$ cat src/sfr_pkg.sv
`default_nettype none

package sfr_pkg;

  localparam logic [7:0] TERM_FIRST  = 8'hFD;
  localparam logic [7:0] TERM_SECOND = 8'hFA;

  // Check word starts this many bytes before the length byte's count
  localparam logic [7:0] CHECK_OFFSET = 8'd6;
  localparam logic [7:0] CHECK_BYTES  = 8'd4;

  typedef enum logic [2:0] {
    ST_STORED   = 3'd0,
    ST_TERM1    = 3'd1,
    ST_COMPLETE = 3'd2,
    ST_BADTERM  = 3'd3,
    ST_OVERFLOW = 3'd4,
    ST_IGNORED  = 3'd5,
    ST_RELEASED = 3'd6
  } status_t;

  typedef struct packed {
    status_t    status;
    logic       payload_valid;
    logic [7:0] payload_index;
    logic [7:0] payload_byte;
    logic [7:0] frame_bytes;
    logic       check_ok;
  } result_t;

endpackage

`default_nettype wire

$ cat src/sfr_frame.sv
`default_nettype none

module sfr_frame #(
  parameter int unsigned BUFFER_LENGTH = 256
) (
  input  wire logic             clk,
  input  wire logic             rst_n,
  input  wire logic             step,
  input  wire logic             func,
  input  wire logic [7:0]       rx_byte,
  output sfr_pkg::result_t      res
);

  logic [7:0]  cnt_r, cnt_nxt;
  logic        term_r, term_nxt;
  logic        done_r, done_nxt;
  logic [7:0]  len_r, len_nxt;
  logic [31:0] sum_r, sum_nxt;
  logic [31:0] chk_r, chk_nxt;

  logic [7:0]  len_eff;
  logic [7:0]  start;
  logic [7:0]  diff;
  logic        in_win;
  logic        add_ok;
  logic        last;
  logic [31:0] shifted;

  always_comb begin
    // first payload byte is the length byte
    len_eff = (cnt_r == 8'd0) ? rx_byte : len_r;
    start   = (len_eff > sfr_pkg::CHECK_OFFSET) ? (len_eff - sfr_pkg::CHECK_OFFSET) : 8'd0;
    diff    = cnt_r - start;
    in_win  = (cnt_r >= start) && (diff < sfr_pkg::CHECK_BYTES);
    // big-endian: window offset 0 lands in the top byte
    shifted = {24'd0, rx_byte} << {~diff[1:0], 3'b000};
    add_ok  = ({1'b0, cnt_r} + {1'b0, sfr_pkg::CHECK_OFFSET}) < {1'b0, len_eff};
    last    = ({1'b0, cnt_r} == 9'(BUFFER_LENGTH - 1));

    cnt_nxt  = cnt_r;
    term_nxt = term_r;
    done_nxt = done_r;
    len_nxt  = len_r;
    sum_nxt  = sum_r;
    chk_nxt  = chk_r;

    res               = '0;
    res.status        = sfr_pkg::ST_STORED;

    priority if (func) begin
      cnt_nxt    = '0;
      term_nxt   = 1'b0;
      done_nxt   = 1'b0;
      len_nxt    = '0;
      sum_nxt    = '0;
      chk_nxt    = '0;
      res.status = sfr_pkg::ST_RELEASED;
    end else if (done_r) begin
      res.status = sfr_pkg::ST_IGNORED;
    end else if (term_r) begin
      if (rx_byte != sfr_pkg::TERM_SECOND) begin
        cnt_nxt    = '0;
        term_nxt   = 1'b0;
        done_nxt   = 1'b0;
        len_nxt    = '0;
        sum_nxt    = '0;
        chk_nxt    = '0;
        res.status = sfr_pkg::ST_BADTERM;
      end else begin
        done_nxt     = 1'b1;
        res.check_ok = (sum_r == chk_r);
        res.status   = sfr_pkg::ST_COMPLETE;
      end
    end else if (rx_byte == sfr_pkg::TERM_FIRST) begin
      term_nxt   = 1'b1;
      res.status = sfr_pkg::ST_TERM1;
    end else begin
      res.payload_valid = 1'b1;
      res.payload_index = cnt_r;
      res.payload_byte  = rx_byte;
      if (last) begin
        cnt_nxt    = '0;
        term_nxt   = 1'b0;
        done_nxt   = 1'b0;
        len_nxt    = '0;
        sum_nxt    = '0;
        chk_nxt    = '0;
        res.status = sfr_pkg::ST_OVERFLOW;
      end else begin
        cnt_nxt    = cnt_r + 8'd1;
        len_nxt    = len_eff;
        sum_nxt    = add_ok ? (sum_r + {24'd0, rx_byte}) : sum_r;
        chk_nxt    = in_win ? (chk_r | shifted) : chk_r;
        res.status = sfr_pkg::ST_STORED;
      end
    end

    res.frame_bytes = cnt_nxt;
  end

  always_ff @(posedge clk) begin
    if (!rst_n) begin
      cnt_r  <= '0;
      term_r <= 1'b0;
      done_r <= 1'b0;
      len_r  <= '0;
      sum_r  <= '0;
      chk_r  <= '0;
    end else if (step) begin
      cnt_r  <= cnt_nxt;
      term_r <= term_nxt;
      done_r <= done_nxt;
      len_r  <= len_nxt;
      sum_r  <= sum_nxt;
      chk_r  <= chk_nxt;
    end
  end

endmodule

`default_nettype wire

$ cat src/serial_frame_receiver_with_sum_check.sv
// Channel   Direction  Handshake          Payload
// in_       input      in_valid/in_stall   func, rx_byte
// out_      output     out_valid/out_stall status, payload_valid, payload_index,
//                                          payload_byte, frame_bytes, check_ok
//
// One word per cycle sustained while out_stall is low; each word passes the input
// register, then the result register, with the single frame-state update between them.
// Synchronous reset clears the frame state and both valid flags.
// An out_stall held while out_valid is high stops the result register; in_stall rises
// once the input register is also occupied.
`default_nettype none

module serial_frame_receiver_with_sum_check #(
  parameter int unsigned BUFFER_LENGTH = 256
) (
  input  wire logic       clk,
  input  wire logic       rst_n,
  input  wire logic       in_valid,
  output logic            in_stall,
  input  wire logic       in_func,
  input  wire logic [7:0] in_rx_byte,
  output logic            out_valid,
  input  wire logic       out_stall,
  output logic [2:0]      out_status,
  output logic            out_payload_valid,
  output logic [7:0]      out_payload_index,
  output logic [7:0]      out_payload_byte,
  output logic [7:0]      out_frame_bytes,
  output logic            out_check_ok
);

  logic             s1_valid_r;
  logic             s1_func_r;
  logic [7:0]       s1_byte_r;
  logic             out_valid_r;
  sfr_pkg::result_t out_res_r;
  sfr_pkg::result_t res;
  logic             adv;
  logic             step;

  assign adv      = !out_valid_r || !out_stall;
  assign step     = s1_valid_r && adv;
  assign in_stall = s1_valid_r && !adv;

  sfr_frame #(
    .BUFFER_LENGTH(BUFFER_LENGTH)
  ) u_frame (
    .clk     (clk),
    .rst_n   (rst_n),
    .step    (step),
    .func    (s1_func_r),
    .rx_byte (s1_byte_r),
    .res     (res)
  );

  always_ff @(posedge clk) begin
    if (!rst_n) begin
      s1_valid_r  <= 1'b0;
      out_valid_r <= 1'b0;
    end else begin
      if (!in_stall) begin
        s1_valid_r <= in_valid;
      end
      if (adv) begin
        out_valid_r <= s1_valid_r;
      end
    end
  end

  always_ff @(posedge clk) begin
    if (in_valid && !in_stall) begin
      s1_func_r <= in_func;
      s1_byte_r <= in_rx_byte;
    end
    if (step) begin
      out_res_r <= res;
    end
  end

  assign out_valid         = out_valid_r;
  assign out_status        = out_res_r.status;
  assign out_payload_valid = out_res_r.payload_valid;
  assign out_payload_index = out_res_r.payload_index;
  assign out_payload_byte  = out_res_r.payload_byte;
  assign out_frame_bytes   = out_res_r.frame_bytes;
  assign out_check_ok      = out_res_r.check_ok;

  a_payload_status: assert property (@(posedge clk) disable iff (!rst_n)
    (out_valid && out_payload_valid) |->
      (out_status == sfr_pkg::ST_STORED || out_status == sfr_pkg::ST_OVERFLOW))
    else $error("payload word with non-storing status");

  a_check_only_complete: assert property (@(posedge clk) disable iff (!rst_n)
    (out_valid && out_check_ok) |-> (out_status == sfr_pkg::ST_COMPLETE))
    else $error("check_ok outside frame completion");

  a_stored_count: assert property (@(posedge clk) disable iff (!rst_n)
    (out_valid && out_status == sfr_pkg::ST_STORED) |->
      (out_frame_bytes == out_payload_index + 8'd1))
    else $error("frame count does not follow stored index");

  a_overflow: assert property (@(posedge clk) disable iff (!rst_n)
    (out_valid && out_status == sfr_pkg::ST_OVERFLOW) |->
      (out_frame_bytes == 8'd0 && out_payload_index == 8'(BUFFER_LENGTH - 1)))
    else $error("overflow restart at wrong position");

endmodule

`default_nettype wire

$ cat config.mk
export PLATFORM = sky130hd
export DESIGN_NAME = serial_frame_receiver_with_sum_check
export DESIGN_NICKNAME = d
export VERILOG_FILES = /design/src/sfr_pkg.sv /design/src/sfr_frame.sv /design/src/serial_frame_receiver_with_sum_check.sv
export SDC_FILE = /design/constraint.sdc
export NUM_CORES = 1
export LEC_CHECK = 0
export BUFFER_PORTS_ARGS = -buffer_cell sky130_fd_sc_hd__buf_2
export CELL_PAD_IN_SITES_DETAIL_PLACEMENT = 1
export CELL_PAD_IN_SITES_GLOBAL_PLACEMENT = 2
export CORE_UTILIZATION = 35
export CTS_CLUSTER_SIZE = 8
export DETAILED_ROUTE_END_ITERATION = 12
export PLACE_DENSITY_LB_ADDON = 0.08
export SYNTH_ARGS = -nofsm -noshare
export SYNTH_HDL_FRONTEND = slang
export SYNTH_SLANG_ARGS = --single-unit
$ cat constraint.sdc
create_clock -name clk -period 9.65 [get_ports clk]
set_clock_uncertainty 0.1 [all_clocks]
set_input_delay 0.4825 -clock clk [delete_from_list [all_inputs] [get_ports clk]]
set_output_delay 0.4825 -clock clk [all_outputs]
set_load 0.05 [all_outputs]
==> reports/summary.txt <==
Relative slew slack: 30.9%
Fin. Hold Viols: 0
Worst Path Required: 9.93 ns
Worst Hold Path EP: s1_byte_r[1]
Worst-path cell with the longest stage delay: nor3_2
Ys async rst share: 0%
First-pass GRT wire length: 33200 µm
Leakage power: 0.00318 µW
Highest-count cells in the layout ignoring fill and taps: 84 x dfxtp_1, 59 x a21oi_1, 58 x nand2_1, 44 x nor2_1, 43 x buf_2
Flops & latches, synth: 122
Final Cell Area: 7720 µm²
DRT Pass-1 Iters: 4
Starting density of the core: 35.8%
Post-Syn Instances: 731
Reg-to-Reg Start: u_frame.cnt_r[1]
Initial antenna violation count: 0
Root buf cell: clkbuf_16
DIE AREA: 19700 µm²
Fill count: 2161
Post-Syn Area: 6700 µm²
CP max FO: 22
Final Util: 41.3%
Vias in the first global route: 5922
Setup crit start: u_frame.cnt_r[1]
Nets@finish: 809
Iteration-0 DRC Markers: 265
Synth area leader: dfxtp_1
GRT Residual Overflow: 0
CORE AREA: 18700 µm²
Status: finished, final reports clean
Cts hold-fix bufs: 0
Largest cells by area after synthesis: dfxtp_1 25%, edfxtp_1 17%, ha_1 5.6%, xor2_1 4.6%, a21oi_1 4.4%
Pwr/cell area: 177 nW/µm²
Type of origin of the critical path: register
FF-to-FF setup slack: 4.45 ns
Vias per cell: 5.67
Die Y: 140 µm
GRT Total Usage: 22.5%
Max-cap violations: 0
Peak VDD IR: 0.108 mV
Io pins: 44
Least-Margin Pin Slew: 1.02 ns
Layout cells sized above 1: 13.1%
HP Class: in -> reg
Clock Latency Late Sink: 0.45 ns
Placed inst area: 7110 µm²
Arrival time at the worst endpoint: 5.48 ns
Routed wire length: 21100 µm
Hold_sp: in_rx_byte[1]
TritonCTS clock tree: built
Worst path cell trace: inv_1, ha_1, nor4b_4, nand2_1, nor2_1, a21oi_1, nand4_1, a21boi_0, ha_1, fa_1, nor2b_1, o21ai_1, nor2b_1, o31ai_1, nand4b_1, nor3_2, a22o_1
Final ANT Viol Nets: 0
Min Tclk post-route: 5.20 ns
Clock sinks: 122
Worst R2R Path Depth: 17
Commonest non-fill, non-tap cell in the layout: dfxtp_1
Hold path depth: 1
Final GP Congestion: 0.847
Post-CTS setup buffers: 0
Crit-path max cell delay: 0.54 ns
CP endpoint kind: register
Vias: 5730
Top cell type's share of synthesized area: 25.1%
Yosys warning count: 0
Residual DRC: 0
Die Span X: 140 µm
H-tree levels: 4
Crit Path Class: reg -> reg
Dpl hpwl: 15400 µm
Antenna cell count: 0
Cts repair resizes: 0
Hold slack: 0.112 ns
FMAX: 192 MHz
Clock slew at reported path FFs: 0.06 ns
CP delay by family, top: simple AND/OR/NAND/NOR gates
Seq/Total Area, Yosys: 42.1%
Cts bufs inserted: 17
Synth Net Count: 776
RSZ-0062 raised after global routing: false
Final Power: 1370 µW
Post-synth top flop: dfxtp_1
Rows: 50
Part of the cycle the worst path needs: 53.9%
Post-synth EDFFs: 38
WP buf/inv: 1
Syn avg cell area: 9.16 µm²
Final setup vio count: 0
Clock Path Buffers: 2
Pin count of the biggest net entering global routing: 36
I/O Buffers: 43
Drt wl/cell: 20.9 µm
Area growth, synth to finish: 15.3%
Max-slew violations: 0
Netlist cell types: 74
Worst reg2reg endpoint: u_frame.chk_r[3]
Setup tns final: 0 ns
-- worst register-to-register path: stages (launching register included) --
cell	delay [ns]
dfxtp_1	0.53
inv_1	0.20
ha_1	0.24
nor4b_4	0.14
nand2_1	0.52
nor2_1	0.09
a21oi_1	0.37
nand4_1	0.30
a21boi_0	0.25
ha_1	0.24
fa_1	0.42
nor2b_1	0.13
o21ai_1	0.08
nor2b_1	0.14
o31ai_1	0.45
nand4b_1	0.21
nor3_2	0.54
a22o_1	0.22
-- power breakdown --
part	internal (µW)	switching, µW	total (µW)
clock network	421	253	674
logic	44.3	96.7	141
registers	541	13.9	555
total	1010	364	1370
-- per-stage QoR --
step / instances / setup WS, ns
global placement: 979 / 4.73
global route: 1011 / 3.98
detailed placement: 979 / 4.49
CTS: 1011 / 4.49
finish: 1011 / 4.45
floorplan: 731 / 5.50
-- layout make-up --
| type | count | area, µm² | area share (%) |
|---|---|---|---|
| inverter | 27 | 101 | 1.31 |
| sequential | 122 | 2820 | 36.6 |
| tap | 234 | 293 | 3.79 |
| clock buffer | 19 | 453 | 5.87 |
| timing repair buffer | 50 | 268 | 3.47 |
| clock inverter | 13 | 163 | 2.11 |
| multi-input combinational | 546 | 3620 | 46.9 |
-- state kept, by name, summed over array words and instances, names as in the netlist --
register           cells
s1_func_r              1
out_valid              1
u_frame.cnt_r          8
u_frame.done_r         1
u_frame.len_r          8
s1_valid_r             1
out_status             3
u_frame.term_r         1
u_frame.sum_r         32
out_check_ok           1
s1_byte_r              8
out_frame_bytes        8
out_payload_index      8
u_frame.chk_r         32
out_payload_byte       8
out_payload_valid      1
-- per-layer routing --
layer | track usage (%) | routed length (µm) | vias to the layer above
li1 | - | - | 2782
met4 | 6.42 | 202 | 0
met3 | 4.62 | 514 | 13
met1 | 27.3 | 9460 | 2853
met2 | 40.0 | 10900 | 82
met5 | 0 | 0 | -
-- cell families after synthesis --
kind of cell               share of synthesized area (%)
buffers and inverters                               3.92
AOI/OAI and AO/OA                                   19.3
DFF                                                 42.1
and+or+nand+nor                                     21.9
xor gates and xnor gates                            5.88
muxes                                              0.616
adders and majority gates                           6.20
-- Yosys cell counts (7+ instances only) --
master / number
xor2_1: 35
dfxtp_1: 84
nand2_1: 58
edfxtp_1: 38
o31ai_1: 13
a22o_1: 17
nand4_1: 11
o21ai_0: 31
clkbuf_1: 25
nor4_1: 11
a21o_1: 10
nor2_1: 44
and3_1: 25
inv_1: 26
nor2b_1: 13
xnor2_1: 10
or4_1: 11
nand3_1: 20
nor3_1: 23
ha_1: 30
o21a_1: 7
a21oi_1: 59
or3_1: 13
o21ai_1: 22
-- how the worst max path moves through the flow --
stage                        end  slack, ns  cells past startpoint
3_5_place_dp    u_frame.chk_r[3]       4.49                     16
2_1_floorplan  u_frame.chk_r[10]       5.50                     18
5_1_grt         u_frame.chk_r[6]       3.98                     17
6_report        u_frame.chk_r[3]       4.45                     17
3_3_place_gp    u_frame.chk_r[1]       4.73                     16
4_1_cts         u_frame.chk_r[0]       4.49                     16
No activity file was read; power rests on OpenSTA's default activity.
